===== src/rtl/core/serial_frame_parser_crc8_core_defines.svh =====
// Assertion macros shared by the parser core.
`ifndef SERIAL_FRAME_PARSER_CRC8_CORE_DEFINES_SVH
`define SERIAL_FRAME_PARSER_CRC8_CORE_DEFINES_SVH

// Same-cycle implication, sampled on clk, off while rst_n is low.
`define SFP_ASSERT_NOW(lbl, ante, cons) \
  lbl: assert property (@(posedge clk) disable iff (!rst_n) (ante) |-> (cons)) \
    else $error("sfp assertion failed");

// Next-cycle implication, sampled on clk, off while rst_n is low.
`define SFP_ASSERT_NEXT(lbl, ante, cons) \
  lbl: assert property (@(posedge clk) disable iff (!rst_n) (ante) |=> (cons)) \
    else $error("sfp assertion failed");

`endif


===== src/rtl/core/sfp_pkg.sv =====
`timescale 1ns / 1ps
package sfp_pkg;

  localparam int SFP_PAYLOAD_DEPTH = 32;
  localparam int SFP_PADDR_W       = 4;

  localparam logic [7:0] CRC_POLY = 8'h31;
  localparam logic [7:0] CRC_INIT = 8'hFF;
  localparam logic [7:0] CRC_TOP  = 8'h80;

  localparam logic [7:0]  HEAD_RST = 8'hAA;
  localparam logic [7:0]  TAIL_RST = 8'h55;
  localparam logic [1:0]  MODE_RST = 2'd2;
  localparam logic [15:0] GAP_RST  = 16'd100;

  // Register indexes (byte address 4 * index)
  localparam logic [1:0] REG_HEAD = 2'd0;
  localparam logic [1:0] REG_TAIL = 2'd1;
  localparam logic [1:0] REG_MODE = 2'd2;
  localparam logic [1:0] REG_GAP  = 2'd3;

  // Check modes
  localparam logic [1:0] CHK_NONE  = 2'd0;
  localparam logic [1:0] CHK_XOR   = 2'd1;
  localparam logic [1:0] CHK_CRC8  = 2'd2;
  localparam logic [1:0] CHK_CRC16 = 2'd3;

  // Result status codes
  localparam logic [1:0] STAT_GOOD     = 2'd0;
  localparam logic [1:0] STAT_MISMATCH = 2'd1;
  localparam logic [1:0] STAT_BAD_TAIL = 2'd2;
  localparam logic [1:0] STAT_UNSUPP   = 2'd3;

  typedef enum logic [2:0] {
    S_IDLE,
    S_CMD,
    S_LEN,
    S_PAYLOAD,
    S_CHECK,
    S_TAIL,
    S_EMIT_RD,
    S_EMIT_WR
  } sfp_state_t;

  typedef struct packed {
    logic [7:0]  head;
    logic [7:0]  tail;
    logic [1:0]  mode;
    logic [15:0] gap;
  } sfp_cfg_t;

  typedef struct packed {
    logic cap_arrival;
    logic load_cmd;
    logic load_len;
    logic load_pay;
    logic load_rcv;
    logic restart;
    logic emit_start;
    logic emit_rd;
    logic out_load_status;
    logic out_load_data;
  } sfp_cmd_t;

  typedef struct packed {
    logic timeout;
    logic head_match;
    logic len_zero;
    logic pay_done;
    logic emit_multi;
    logic emit_last;
  } sfp_sts_t;

  // CRC8, polynomial 0x31, MSB first, one byte.
  function automatic logic [7:0] crc8_step(input logic [7:0] c, input logic [7:0] b);
    logic [7:0] v;
    v = c ^ b;
    for (int k = 0; k < 8; k++) begin
      if ((v & CRC_TOP) != 8'h00) begin
        v = (v << 1) ^ CRC_POLY;
      end else begin
        v = v << 1;
      end
    end
    return v;
  endfunction

  function automatic logic [7:0] fold_check(input logic [7:0] c, input logic [7:0] b,
                                            input logic [1:0] mode);
    logic [7:0] r;
    case (mode)
      CHK_XOR:  r = c ^ b;
      CHK_CRC8: r = crc8_step(c, b);
      default:  r = c;
    endcase
    return r;
  endfunction

endpackage


===== src/rtl/core/sfp_in_if.sv =====
`timescale 1ns / 1ps
interface sfp_in_if;
  logic        valid;
  logic        ready;
  logic [7:0]  rx_byte;
  logic [31:0] now_ms;

  modport source (output valid, output rx_byte, output now_ms, input ready);
  modport sink   (input valid, input rx_byte, input now_ms, output ready);
endinterface


===== src/rtl/core/sfp_out_if.sv =====
`timescale 1ns / 1ps
interface sfp_out_if;
  logic       valid;
  logic       ready;
  logic [1:0] status;
  logic [7:0] command;
  logic [7:0] length_field;
  logic       has_data;
  logic [7:0] payload_byte;
  logic [5:0] payload_pos;
  logic       truncated;
  logic       last;

  modport source (output valid, output status, output command, output length_field,
                  output has_data, output payload_byte, output payload_pos,
                  output truncated, output last, input ready);
  modport sink   (input valid, input status, input command, input length_field,
                  input has_data, input payload_byte, input payload_pos,
                  input truncated, input last, output ready);
endinterface


===== src/rtl/core/sfp_regs.sv =====
`timescale 1ns / 1ps
module sfp_regs import sfp_pkg::*; (
  input  logic                   clk,
  input  logic                   rst_n,
  input  logic                   psel,
  input  logic                   penable,
  input  logic                   pwrite,
  input  logic [SFP_PADDR_W-1:0] paddr,
  input  logic [31:0]            pwdata,
  output logic [31:0]            prdata,
  output logic                   pready,
  output sfp_cfg_t               cfg
);

  sfp_cfg_t   cfg_r;
  logic [1:0] reg_idx;
  logic       wr_en;

  assign reg_idx = paddr[3:2];
  assign wr_en   = psel && penable && pwrite;
  assign pready  = 1'b1;
  assign cfg     = cfg_r;

  always_ff @(posedge clk) begin
    if (!rst_n) begin
      cfg_r.head <= HEAD_RST;
      cfg_r.tail <= TAIL_RST;
      cfg_r.mode <= MODE_RST;
      cfg_r.gap  <= GAP_RST;
    end else if (wr_en) begin
      case (reg_idx)
        REG_HEAD: cfg_r.head <= pwdata[7:0];
        REG_TAIL: cfg_r.tail <= pwdata[7:0];
        REG_MODE: cfg_r.mode <= pwdata[1:0];
        REG_GAP:  cfg_r.gap  <= pwdata[15:0];
        default:  ;
      endcase
    end
  end

  always_comb begin
    case (reg_idx)
      REG_HEAD: prdata = {24'h0, cfg_r.head};
      REG_TAIL: prdata = {24'h0, cfg_r.tail};
      REG_MODE: prdata = {30'h0, cfg_r.mode};
      REG_GAP:  prdata = {16'h0, cfg_r.gap};
      default:  prdata = 32'h0;
    endcase
  end

endmodule


===== src/rtl/core/sfp_ctrl.sv =====
`timescale 1ns / 1ps
module sfp_ctrl import sfp_pkg::*; (
  input  logic     clk,
  input  logic     rst_n,
  input  logic     in_valid,
  output logic     in_ready,
  output logic     out_valid,
  input  logic     out_ready,
  input  sfp_sts_t sts,
  output sfp_cmd_t cmd
);

  sfp_state_t state_r, state_nxt;
  logic       out_vld_r, out_vld_nxt;
  logic       in_rdy;
  logic       acc;
  logic       slot_free;

  assign slot_free = !out_vld_r || out_ready;
  assign acc       = in_valid && in_rdy;
  assign in_ready  = in_rdy;
  assign out_valid = out_vld_r;

  always_ff @(posedge clk) begin
    if (!rst_n) begin
      state_r   <= S_IDLE;
      out_vld_r <= 1'b0;
    end else begin
      state_r   <= state_nxt;
      out_vld_r <= out_vld_nxt;
    end
  end

  // Only the tail byte needs a free output slot.
  always_comb begin
    case (state_r)
      S_IDLE, S_CMD, S_LEN, S_PAYLOAD, S_CHECK: in_rdy = 1'b1;
      S_TAIL:                                   in_rdy = slot_free;
      default:                                  in_rdy = 1'b0;
    endcase
  end

  always_comb begin
    state_nxt = state_r;
    cmd       = '0;
    if (acc && state_r != S_IDLE && sts.timeout) begin
      cmd.restart = 1'b1;
      state_nxt   = S_IDLE;
    end else begin
      case (state_r)
        S_IDLE: begin
          if (acc) begin
            cmd.cap_arrival = 1'b1;
            if (sts.head_match) state_nxt = S_CMD;
          end
        end
        S_CMD: begin
          if (acc) begin
            cmd.cap_arrival = 1'b1;
            cmd.load_cmd    = 1'b1;
            state_nxt       = S_LEN;
          end
        end
        S_LEN: begin
          if (acc) begin
            cmd.cap_arrival = 1'b1;
            cmd.load_len    = 1'b1;
            state_nxt       = sts.len_zero ? S_CHECK : S_PAYLOAD;
          end
        end
        S_PAYLOAD: begin
          if (acc) begin
            cmd.cap_arrival = 1'b1;
            cmd.load_pay    = 1'b1;
            if (sts.pay_done) state_nxt = S_CHECK;
          end
        end
        S_CHECK: begin
          if (acc) begin
            cmd.cap_arrival = 1'b1;
            cmd.load_rcv    = 1'b1;
            state_nxt       = S_TAIL;
          end
        end
        S_TAIL: begin
          if (acc) begin
            cmd.cap_arrival = 1'b1;
            cmd.restart     = 1'b1;
            if (sts.emit_multi) begin
              cmd.emit_start = 1'b1;
              state_nxt      = S_EMIT_RD;
            end else begin
              cmd.out_load_status = 1'b1;
              state_nxt           = S_IDLE;
            end
          end
        end
        S_EMIT_RD: begin
          cmd.emit_rd = 1'b1;
          state_nxt   = S_EMIT_WR;
        end
        S_EMIT_WR: begin
          if (slot_free) begin
            cmd.out_load_data = 1'b1;
            state_nxt         = sts.emit_last ? S_IDLE : S_EMIT_RD;
          end
        end
        default: state_nxt = S_IDLE;
      endcase
    end
  end

  always_comb begin
    if (cmd.out_load_status || cmd.out_load_data) begin
      out_vld_nxt = 1'b1;
    end else if (out_ready) begin
      out_vld_nxt = 1'b0;
    end else begin
      out_vld_nxt = out_vld_r;
    end
  end

endmodule


===== src/rtl/core/sfp_dp.sv =====
`timescale 1ns / 1ps
module sfp_dp import sfp_pkg::*; #(
  parameter int PAYLOAD_DEPTH = SFP_PAYLOAD_DEPTH
) (
  input  logic        clk,
  input  logic        rst_n,
  input  sfp_cfg_t    cfg,
  input  logic [7:0]  rx_byte,
  input  logic [31:0] now_ms,
  input  sfp_cmd_t    cmd,
  output sfp_sts_t    sts,
  output logic [1:0]  status,
  output logic [7:0]  command,
  output logic [7:0]  length_field,
  output logic        has_data,
  output logic [7:0]  payload_byte,
  output logic [5:0]  payload_pos,
  output logic        truncated,
  output logic        last
);

  localparam int         IDXW    = (PAYLOAD_DEPTH > 1) ? $clog2(PAYLOAD_DEPTH) : 1;
  localparam logic [7:0] DEPTH_B = 8'(PAYLOAD_DEPTH);
  localparam logic [IDXW-1:0] LAST_IDX_MAX = IDXW'(PAYLOAD_DEPTH - 1);

  logic [31:0]     last_arrival_r;
  logic [7:0]      cmd_r, len_r, cnt_r, chk_r, rcv_r;
  logic [7:0]      mem_r [PAYLOAD_DEPTH];
  logic [7:0]      rd_r;
  logic [IDXW-1:0] idx_r, last_idx_r;
  logic [31:0]     elapsed;
  logic [7:0]      cnt_inc;
  logic [7:0]      cmd_base;
  logic [1:0]      tail_st;
  logic            trunc;

  assign elapsed  = now_ms - last_arrival_r;
  assign cnt_inc  = cnt_r + 8'd1;
  assign cmd_base = (cfg.mode == CHK_CRC8) ? CRC_INIT : chk_r;
  assign trunc    = len_r > DEPTH_B;

  always_comb begin
    if (rx_byte != cfg.tail) begin
      tail_st = STAT_BAD_TAIL;
    end else if (cfg.mode == CHK_CRC16) begin
      tail_st = STAT_UNSUPP;
    end else if (cfg.mode != CHK_NONE && rcv_r != chk_r) begin
      tail_st = STAT_MISMATCH;
    end else begin
      tail_st = STAT_GOOD;
    end
  end

  assign sts.timeout    = (cfg.gap != 16'h0) && (elapsed >= {16'h0, cfg.gap});
  assign sts.head_match = rx_byte == cfg.head;
  assign sts.len_zero   = rx_byte == 8'h0;
  assign sts.pay_done   = cnt_inc >= len_r;
  assign sts.emit_multi = (tail_st == STAT_GOOD) && (len_r != 8'h0);
  assign sts.emit_last  = idx_r == last_idx_r;

  always_ff @(posedge clk) begin
    if (!rst_n) begin
      last_arrival_r <= 32'h0;
      cmd_r          <= 8'h0;
      len_r          <= 8'h0;
      cnt_r          <= 8'h0;
      chk_r          <= 8'h0;
      rcv_r          <= 8'h0;
    end else begin
      if (cmd.cap_arrival) last_arrival_r <= now_ms;
      if (cmd.restart) begin
        cnt_r <= 8'h0;
        chk_r <= 8'h0;
      end
      if (cmd.load_cmd) begin
        cmd_r <= rx_byte;
        chk_r <= fold_check(cmd_base, rx_byte, cfg.mode);
      end
      if (cmd.load_len) begin
        len_r <= rx_byte;
        cnt_r <= 8'h0;
        chk_r <= fold_check(chk_r, rx_byte, cfg.mode);
      end
      if (cmd.load_pay) begin
        cnt_r <= cnt_inc;
        chk_r <= fold_check(chk_r, rx_byte, cfg.mode);
      end
      if (cmd.load_rcv) rcv_r <= rx_byte;
    end
  end

  // Payload store: one write port while parsing, one read port while emitting.
  always_ff @(posedge clk) begin
    if (cmd.load_pay && cnt_r < DEPTH_B) mem_r[cnt_r[IDXW-1:0]] <= rx_byte;
    if (cmd.emit_rd) rd_r <= mem_r[idx_r];
  end

  always_ff @(posedge clk) begin
    if (!rst_n) begin
      idx_r      <= '0;
      last_idx_r <= '0;
    end else if (cmd.emit_start) begin
      idx_r      <= '0;
      last_idx_r <= trunc ? LAST_IDX_MAX : IDXW'(len_r - 8'd1);
    end else if (cmd.out_load_data) begin
      idx_r <= idx_r + IDXW'(1);
    end
  end

  always_ff @(posedge clk) begin
    if (cmd.out_load_status) begin
      status       <= tail_st;
      command      <= cmd_r;
      length_field <= len_r;
      has_data     <= 1'b0;
      payload_byte <= 8'h0;
      payload_pos  <= 6'h0;
      truncated    <= trunc;
      last         <= 1'b1;
    end else if (cmd.out_load_data) begin
      status       <= STAT_GOOD;
      command      <= cmd_r;
      length_field <= len_r;
      has_data     <= 1'b1;
      payload_byte <= rd_r;
      payload_pos  <= 6'(idx_r);
      truncated    <= trunc;
      last         <= sts.emit_last;
    end
  end

endmodule


===== src/rtl/core/serial_frame_parser_crc8_core.sv =====
`timescale 1ns / 1ps
// Channel   | Dir | Handshake          | Payload
// ----------+-----+--------------------+--------------------------------------------
// in_ch     | in  | valid / ready      | rx_byte, now_ms
// out_ch    | out | valid / ready      | status, command, length_field, has_data,
//           |     |                    | payload_byte, payload_pos, truncated, last
// config    | in  | psel/penable/pready| paddr, pwdata, prdata (APB-style, 4 regs)
//
// A byte transfer is taken every cycle while parsing; the controller FSM sets the pace.
// The tail byte of a good frame with stored payload starts an emit pass that, for each
// stored byte, reads the store and then loads the output register; in_ch is held off
// for the whole pass.
// A tail byte waits only while the output register is full and not being drained.
// rst_n is synchronous, active low; the payload store is not cleared and needs no pass.
module serial_frame_parser_crc8_core import sfp_pkg::*; #(
  parameter int PAYLOAD_DEPTH = SFP_PAYLOAD_DEPTH
) (
  input  logic                   clk,
  input  logic                   rst_n,
  sfp_in_if.sink                 in_ch,
  sfp_out_if.source              out_ch,
  input  logic                   psel,
  input  logic                   penable,
  input  logic                   pwrite,
  input  logic [SFP_PADDR_W-1:0] paddr,
  input  logic [31:0]            pwdata,
  output logic [31:0]            prdata,
  output logic                   pready
);

`include "serial_frame_parser_crc8_core_defines.svh"

  sfp_cfg_t cfg;
  sfp_cmd_t cmd;
  sfp_sts_t sts;

  // Configuration registers: head, tail, check mode, gap limit.
  sfp_regs u_regs (
    .clk     (clk),
    .rst_n   (rst_n),
    .psel    (psel),
    .penable (penable),
    .pwrite  (pwrite),
    .paddr   (paddr),
    .pwdata  (pwdata),
    .prdata  (prdata),
    .pready  (pready),
    .cfg     (cfg)
  );

  // Parse phase sequencing, emit pass and output valid.
  sfp_ctrl u_ctrl (
    .clk       (clk),
    .rst_n     (rst_n),
    .in_valid  (in_ch.valid),
    .in_ready  (in_ch.ready),
    .out_valid (out_ch.valid),
    .out_ready (out_ch.ready),
    .sts       (sts),
    .cmd       (cmd)
  );

  // Held fields, running check, timeout compare, payload store, output register.
  sfp_dp #(
    .PAYLOAD_DEPTH (PAYLOAD_DEPTH)
  ) u_dp (
    .clk          (clk),
    .rst_n        (rst_n),
    .cfg          (cfg),
    .rx_byte      (in_ch.rx_byte),
    .now_ms       (in_ch.now_ms),
    .cmd          (cmd),
    .sts          (sts),
    .status       (out_ch.status),
    .command      (out_ch.command),
    .length_field (out_ch.length_field),
    .has_data     (out_ch.has_data),
    .payload_byte (out_ch.payload_byte),
    .payload_pos  (out_ch.payload_pos),
    .truncated    (out_ch.truncated),
    .last         (out_ch.last)
  );

  // Never overwrite a result that has not been transferred.
  `SFP_ASSERT_NOW(a_no_overwrite, cmd.out_load_status || cmd.out_load_data, !out_ch.valid || out_ch.ready)
  // Hold off input while a store read is in flight.
  `SFP_ASSERT_NOW(a_no_input_in_emit, cmd.emit_rd, !in_ch.ready)
  // A store read is always followed by its output slot cycle, not another read.
  `SFP_ASSERT_NEXT(a_read_then_load, cmd.emit_rd, !cmd.emit_rd)

endmodule

===== src/flat_wrapper.sv =====
// flat-port wrapper written by rule: the top's interface ports become plain ports
module serial_frame_parser_crc8_core_flat import sfp_pkg::*;
#(
  parameter int PAYLOAD_DEPTH = SFP_PAYLOAD_DEPTH
)
  (clk, rst_n, psel, penable, pwrite, paddr, pwdata, prdata, pready, in_ch_valid, in_ch_rx_byte, in_ch_now_ms, in_ch_ready, out_ch_valid, out_ch_status, out_ch_command, out_ch_length_field, out_ch_has_data, out_ch_payload_byte, out_ch_payload_pos, out_ch_truncated, out_ch_last, out_ch_ready);
  sfp_in_if in_ch_i ();
  sfp_out_if out_ch_i ();
  input  logic clk;
  input  logic rst_n;
  input  logic psel;
  input  logic penable;
  input  logic pwrite;
  input  logic [SFP_PADDR_W-1:0] paddr;
  input  logic [31:0] pwdata;
  output logic [31:0] prdata;
  output logic pready;
  input wire logic [$bits(in_ch_i.valid)-1:0] in_ch_valid;
  input wire logic [$bits(in_ch_i.rx_byte)-1:0] in_ch_rx_byte;
  input wire logic [$bits(in_ch_i.now_ms)-1:0] in_ch_now_ms;
  output wire logic [$bits(in_ch_i.ready)-1:0] in_ch_ready;
  output wire logic [$bits(out_ch_i.valid)-1:0] out_ch_valid;
  output wire logic [$bits(out_ch_i.status)-1:0] out_ch_status;
  output wire logic [$bits(out_ch_i.command)-1:0] out_ch_command;
  output wire logic [$bits(out_ch_i.length_field)-1:0] out_ch_length_field;
  output wire logic [$bits(out_ch_i.has_data)-1:0] out_ch_has_data;
  output wire logic [$bits(out_ch_i.payload_byte)-1:0] out_ch_payload_byte;
  output wire logic [$bits(out_ch_i.payload_pos)-1:0] out_ch_payload_pos;
  output wire logic [$bits(out_ch_i.truncated)-1:0] out_ch_truncated;
  output wire logic [$bits(out_ch_i.last)-1:0] out_ch_last;
  input wire logic [$bits(out_ch_i.ready)-1:0] out_ch_ready;
  assign in_ch_i.valid = in_ch_valid;
  assign in_ch_i.rx_byte = in_ch_rx_byte;
  assign in_ch_i.now_ms = in_ch_now_ms;
  assign in_ch_ready = in_ch_i.ready;
  assign out_ch_valid = out_ch_i.valid;
  assign out_ch_status = out_ch_i.status;
  assign out_ch_command = out_ch_i.command;
  assign out_ch_length_field = out_ch_i.length_field;
  assign out_ch_has_data = out_ch_i.has_data;
  assign out_ch_payload_byte = out_ch_i.payload_byte;
  assign out_ch_payload_pos = out_ch_i.payload_pos;
  assign out_ch_truncated = out_ch_i.truncated;
  assign out_ch_last = out_ch_i.last;
  assign out_ch_i.ready = out_ch_ready;
  serial_frame_parser_crc8_core #(.PAYLOAD_DEPTH(PAYLOAD_DEPTH)) u_core (.clk(clk), .rst_n(rst_n), .in_ch(in_ch_i), .out_ch(out_ch_i), .psel(psel), .penable(penable), .pwrite(pwrite), .paddr(paddr), .pwdata(pwdata), .prdata(prdata), .pready(pready));
endmodule

===== config.mk =====
export PLATFORM = sky130hd
export DESIGN_NAME = serial_frame_parser_crc8_core_flat
export DESIGN_NICKNAME = d
export VERILOG_FILES = /design/src/rtl/core/sfp_pkg.sv /design/src/rtl/core/sfp_in_if.sv /design/src/rtl/core/sfp_out_if.sv /design/src/rtl/core/sfp_regs.sv /design/src/rtl/core/sfp_ctrl.sv /design/src/rtl/core/sfp_dp.sv /design/src/rtl/core/serial_frame_parser_crc8_core.sv /design/src/flat_wrapper.sv
export VERILOG_INCLUDE_DIRS = /design/src /design/src/rtl/core
export SDC_FILE = /design/constraint.sdc
export NUM_CORES = 1
export LEC_CHECK = 0
export BUFFER_PORTS_ARGS = -buffer_cell sky130_fd_sc_hd__buf_2
export CAP_MARGIN = 20
export CORE_ASPECT_RATIO = 1.2
export CORE_MARGIN = 2
export CORE_UTILIZATION = 54
export CTS_CLUSTER_SIZE = 16
export DETAILED_ROUTE_END_ITERATION = 6
export PLACE_DENSITY = 0.78
export SYNTH_ARGS = -nofsm -noshare
export SYNTH_HDL_FRONTEND = slang
export SYNTH_SLANG_ARGS = --single-unit

===== constraint.sdc =====
create_clock -name clk -period 19.6 [get_ports clk]
set_input_delay 5.88 -clock clk [delete_from_list [all_inputs] [get_ports clk]]
set_output_delay 5.88 -clock clk [all_outputs]
set_load 0.03 [all_outputs]

==> run_results.csv <==
group,metric,value,unit
worst_setup_path,crit_path_end_kind,"output port",
logic_synthesis,yosys_most_used_dff,"edfxtp_1",
power_and_ir_drop,power.density_cell_area,84.8,mW/mm2
grt,vias_in_the_first_global_route,13900,
worst_setup_path,worstPathMaxFanout,16,
timing,finalHoldViolCount,0,
timing,worst-slew-pin-transition,1.11,ns
finish,fin_util,60.5,%
timing,skew,0.0159,ns
worst_setup_path,timing.reg2reg.worst_path_depth,20,
clock_network,clock_sink_count,418,
power_and_ir_drop,clock_power_share,41.3,%
route,routed-via-count,14200,
logic_synthesis,synthTopCellsByCount,"283 x edfxtp_1, 154 x nand2_1, 146 x nor2_1",
die,dieArea,0.0396,mm2
power_and_ir_drop,static-leakage-power,8.26,nW
logic_synthesis,yosys.area.top_type,"edfxtp_1",
route,firstDrtPassIters,6,
logic_synthesis,synth.lib_cells_used.distinct,80,
worst_setup_path,worst_setup_path_start_kind,"primary input",
timing,final_max_tran_viols,0,
hold_path,min_delay_path_depth,0,
logic_synthesis,synth-seq-area-share,54.5,%
clock_network,post_cts_setup_repair_bufs,0,
timing,finalCriticalPeriod,13.04,ns
placed_design,finalWeightedCongestion,0.918,
worst_setup_path,cp_cell_sequence,"buf_2 -> nand2_1 -> o22ai_1 -> buf_2",
clock_network,cts_tree,"yes",
logic_synthesis,yosys_synthesis_warning_count,0,
logic_synthesis,main_combinational_cell_family_by_area_after_synthesis,"multiplexers",
die,io_pins,153,
placed_design,port_buffers,116,
clock_network,tritoncts.num_buffers,42,
timing,timing.final.setup_violations,0,
worst_setup_path,critPathSlowestCell,"nand2_1",
logic_synthesis,synth_compound_area_share,8.70,%
grt,antenna_found_initial,3,
placed_design,dp.final_hpwl,33600,um
logic_synthesis,average_cell_area_after_synthesis,12.1,um2
clock_network,clock-root-buffer,"clkbuf_16",
timing,finalHoldWorstSlack,0.431,ns
route,vias_per_cell,6.19,
worst_setup_path,critical_path.reg2reg.startpoint,"u_core.u_dp.last_arrival_r[0]",
finish,synthToLayoutAreaGrowth,10.8,%
placed_design,detailedPlace.worstSlack,6.57,ns
route,route.detailed.wl_per_inst,22.7,um
grt,globalRoute.totalOverflow,0,
power_and_ir_drop,power_report.internal_total,0.00146,W
timing,timing.final.crit_share,66.5,%
logic_synthesis,synth_top_cells_by_area,"edfxtp_1 41%, dfxtp_1 13%, mux4_2 9.0%",
grt,grt_use_total,25.8,%
worst_setup_path,rrSetupSlack,12.62,ns
grt,maximum_number_of_pins_on_one_net_before_global_route_repair,70,
route,final_antenna_net_count,0,
logic_synthesis,synth.mux.area_fraction,13.8,%
logic_synthesis,synth-simple-area-share,10.5,%
clock_network,ctsHoldBuffers,0,
die,chipWidth,182,um
clock_network,cts_resized,0,
worst_setup_path,worstPathArrival,7.16,ns
clock_network,clkSlewWorstSetupHoldPaths,0.05,ns
route,drt_wl_total,52000,um
hold_path,holdPathEnd,"u_core.u_dp.command[5]",
worst_setup_path,reg2reg_to,"u_core.u_dp.mem_r[20][1]",
power_and_ir_drop,logic_gate_share_of_total_power,9.7,%
logic_synthesis,synth_edf_count,283,
worst_setup_path,critical-path-top-cell-by-count,"buf_2",
clock_network,source_to_sink_clock_delay_at_the_later_pin_of_the_worst_skew_pair,0.56,ns
die,num_rows,78,
power_and_ir_drop,swShare,24.5,%
worst_setup_path,criticalPathCategory,"primary input to output port",
job,max-cap-violations,0,
power_and_ir_drop,sw_power,0.000472,W
logic_synthesis,yosys.area_share.adder,4.11,%
power_and_ir_drop,seq_power_share,49.0,%
power_and_ir_drop,ir_worst_vdd,0.0703,mV
timing,totalNegativeSetupSlack,0,ns
logic_synthesis,mappedNetlistArea,0.0206,mm2
timing,rsz0062_at_grt,"no",
die,fp.dieH,218,um
logic_synthesis,cell_with_the_most_instances_after_synthesis,"edfxtp_1",
hold_path,type_of_the_most_critical_hold_path,"flop to flop",
timing,post-route-worst-setup-slack,6.56,ns
logic_synthesis,synth_top_area_share,41.3,%
hold_path,hp-start,"u_core.u_dp.cmd_r[5]",
logic_synthesis,post_synthesis_cell_count,1695,
logic_synthesis,ys_seq_elements,418,
timing,max-slew-margin-rel,25.7,%
clock_network,cts.htree.levels,2,
worst_setup_path,slowest_delay,0.41,ns
route,detail_route.drc_violations,0,
finish,layout.nets,1926,
die,core_area,0.0377,mm2
run_status,outcome,"complete, no violations",
timing,fmax,0.0767,GHz
grt,wire_length_of_the_first_global_routing_pass,79100,um
finish,layout-drive-gt1-share,17.5,%
die,initial_core_util,54.6,%
logic_synthesis,synth-async-reset-ratio,0,%
route,dr.first_iter.drc_count,1452,
logic_synthesis,xor_xnor_share_of_the_synthesized_area,4.26,%
worst_setup_path,worst-endpoint-required,13.72,ns
clock_network,clock_path_buffers,3,
==> worst max path at each step <==
stage,start,end,slack [ns]
finish,paddr[2],prdata[2],6.56
global route,paddr[2],prdata[3],6.48
global placement,paddr[2],prdata[2],6.61
detailed placement,paddr[2],prdata[2],6.57
floorplan,paddr[2],prdata[0],6.76
CTS,paddr[2],prdata[2],6.57
==> layout make-up <==
type	count	area [um2]
fill	2904	14900
inverter	76	285
sequential	418	11200
timing repair buffer	134	739
tap	480	601
clock inverter	24	249
clock buffer	49	1100
antenna	3	7.51
multi-input combinational	1104	8590
==> cells in the final DEF (no fill, tap or decap), types with 9 or more instances in the layout <==
master / instances
a211oi_1: 13
nand2b_1: 11
buf_2: 116
and3_1: 11
o21ai_0: 49
buf_4: 16
nor2_1: 146
mux4_2: 82
xor2_1: 36
nand4_1: 26
o22ai_1: 13
a31oi_1: 11
edfxtp_1: 283
clkbuf_16: 42
nand3_1: 29
conb_1: 18
o211ai_1: 9
nor4_1: 17
a21oi_1: 85
mux2i_1: 89
xnor2_1: 64
dfxtp_1: 133
nor2b_1: 12
inv_1: 75
nand2_1: 154
ha_1: 66
a21o_1: 25
o21a_1: 10
nor3_1: 19
==> layer usage <==
metal | up-vias | track usage, % | wire length, um
met2 | 671 | 43.4 | 25700
li1 | 6409 | - | -
met1 | 6957 | 33.9 | 20600
met3 | 132 | 3.56 | 3860
met4 | 0 | 10.8 | 1900
met5 | - | 0 | 0
==> worst max-delay path, delay by kind of cell <==
kind / cells / cell delay, ns
compound gates: 1 / 0.33
buf+inv: 2 / 0.54
simple gates: 1 / 0.41
==> registers in the layout, summed over array words and instances, names as in the netlist, 2 cells and up <==
signal,flops
u_core.u_ctrl.state_r,3
u_core.u_dp.chk_r,8
u_core.u_dp.cmd_r,8
u_core.u_dp.cnt_r,8
u_core.u_dp.command,8
u_core.u_dp.idx_r,5
u_core.u_dp.last_arrival_r,32
u_core.u_dp.last_idx_r,5
u_core.u_dp.len_r,8
u_core.u_dp.length_field,8
u_core.u_dp.mem_r,256
u_core.u_dp.payload_byte,8
u_core.u_dp.payload_pos,5
u_core.u_dp.rcv_r,8
u_core.u_dp.rd_r,8
u_core.u_dp.status,2
u_core.u_regs.cfg,34
==> power by group through the flow <==
stage | logic, W | registers [W] | clock network (W)
detailed placement | 0.000184 | 0.000966 | 0
floorplan | 0.000134 | 0.000965 | 0
finish | 0.000188 | 0.000947 | 0.000797
CTS | 0.000186 | 0.000947 | 0.000805
global placement | 0.000181 | 0.000966 | 0
global route | 0.000206 | 0.000947 | 0.000836
==> cells by family (layout without fill, tap and decap cells) <==
logic type	count (synthesis)	after routing
muxes	180	180
and+or+nand+nor	466	466
AOI/OAI and AO/OA	273	273
DFF	418	418
buffers and inverters	189	283
other	2	21
adders and majority gates	67	67
xor gates and xnor gates	100	100
==> through the flow <==
step | std cells | total power, W | cell area [um2]
2_1_floorplan | 1711 | 0.00110 | 20600
3_3_place_gp | 2209 | 0.00115 | 21400
3_5_place_dp | 2210 | 0.00115 | 21400
4_1_cts | 2283 | 0.00194 | 22700
5_1_grt | 2288 | 0.00199 | 22800
6_report | 2288 | 0.00193 | 22800
Power figures use the tool's default switching activity.
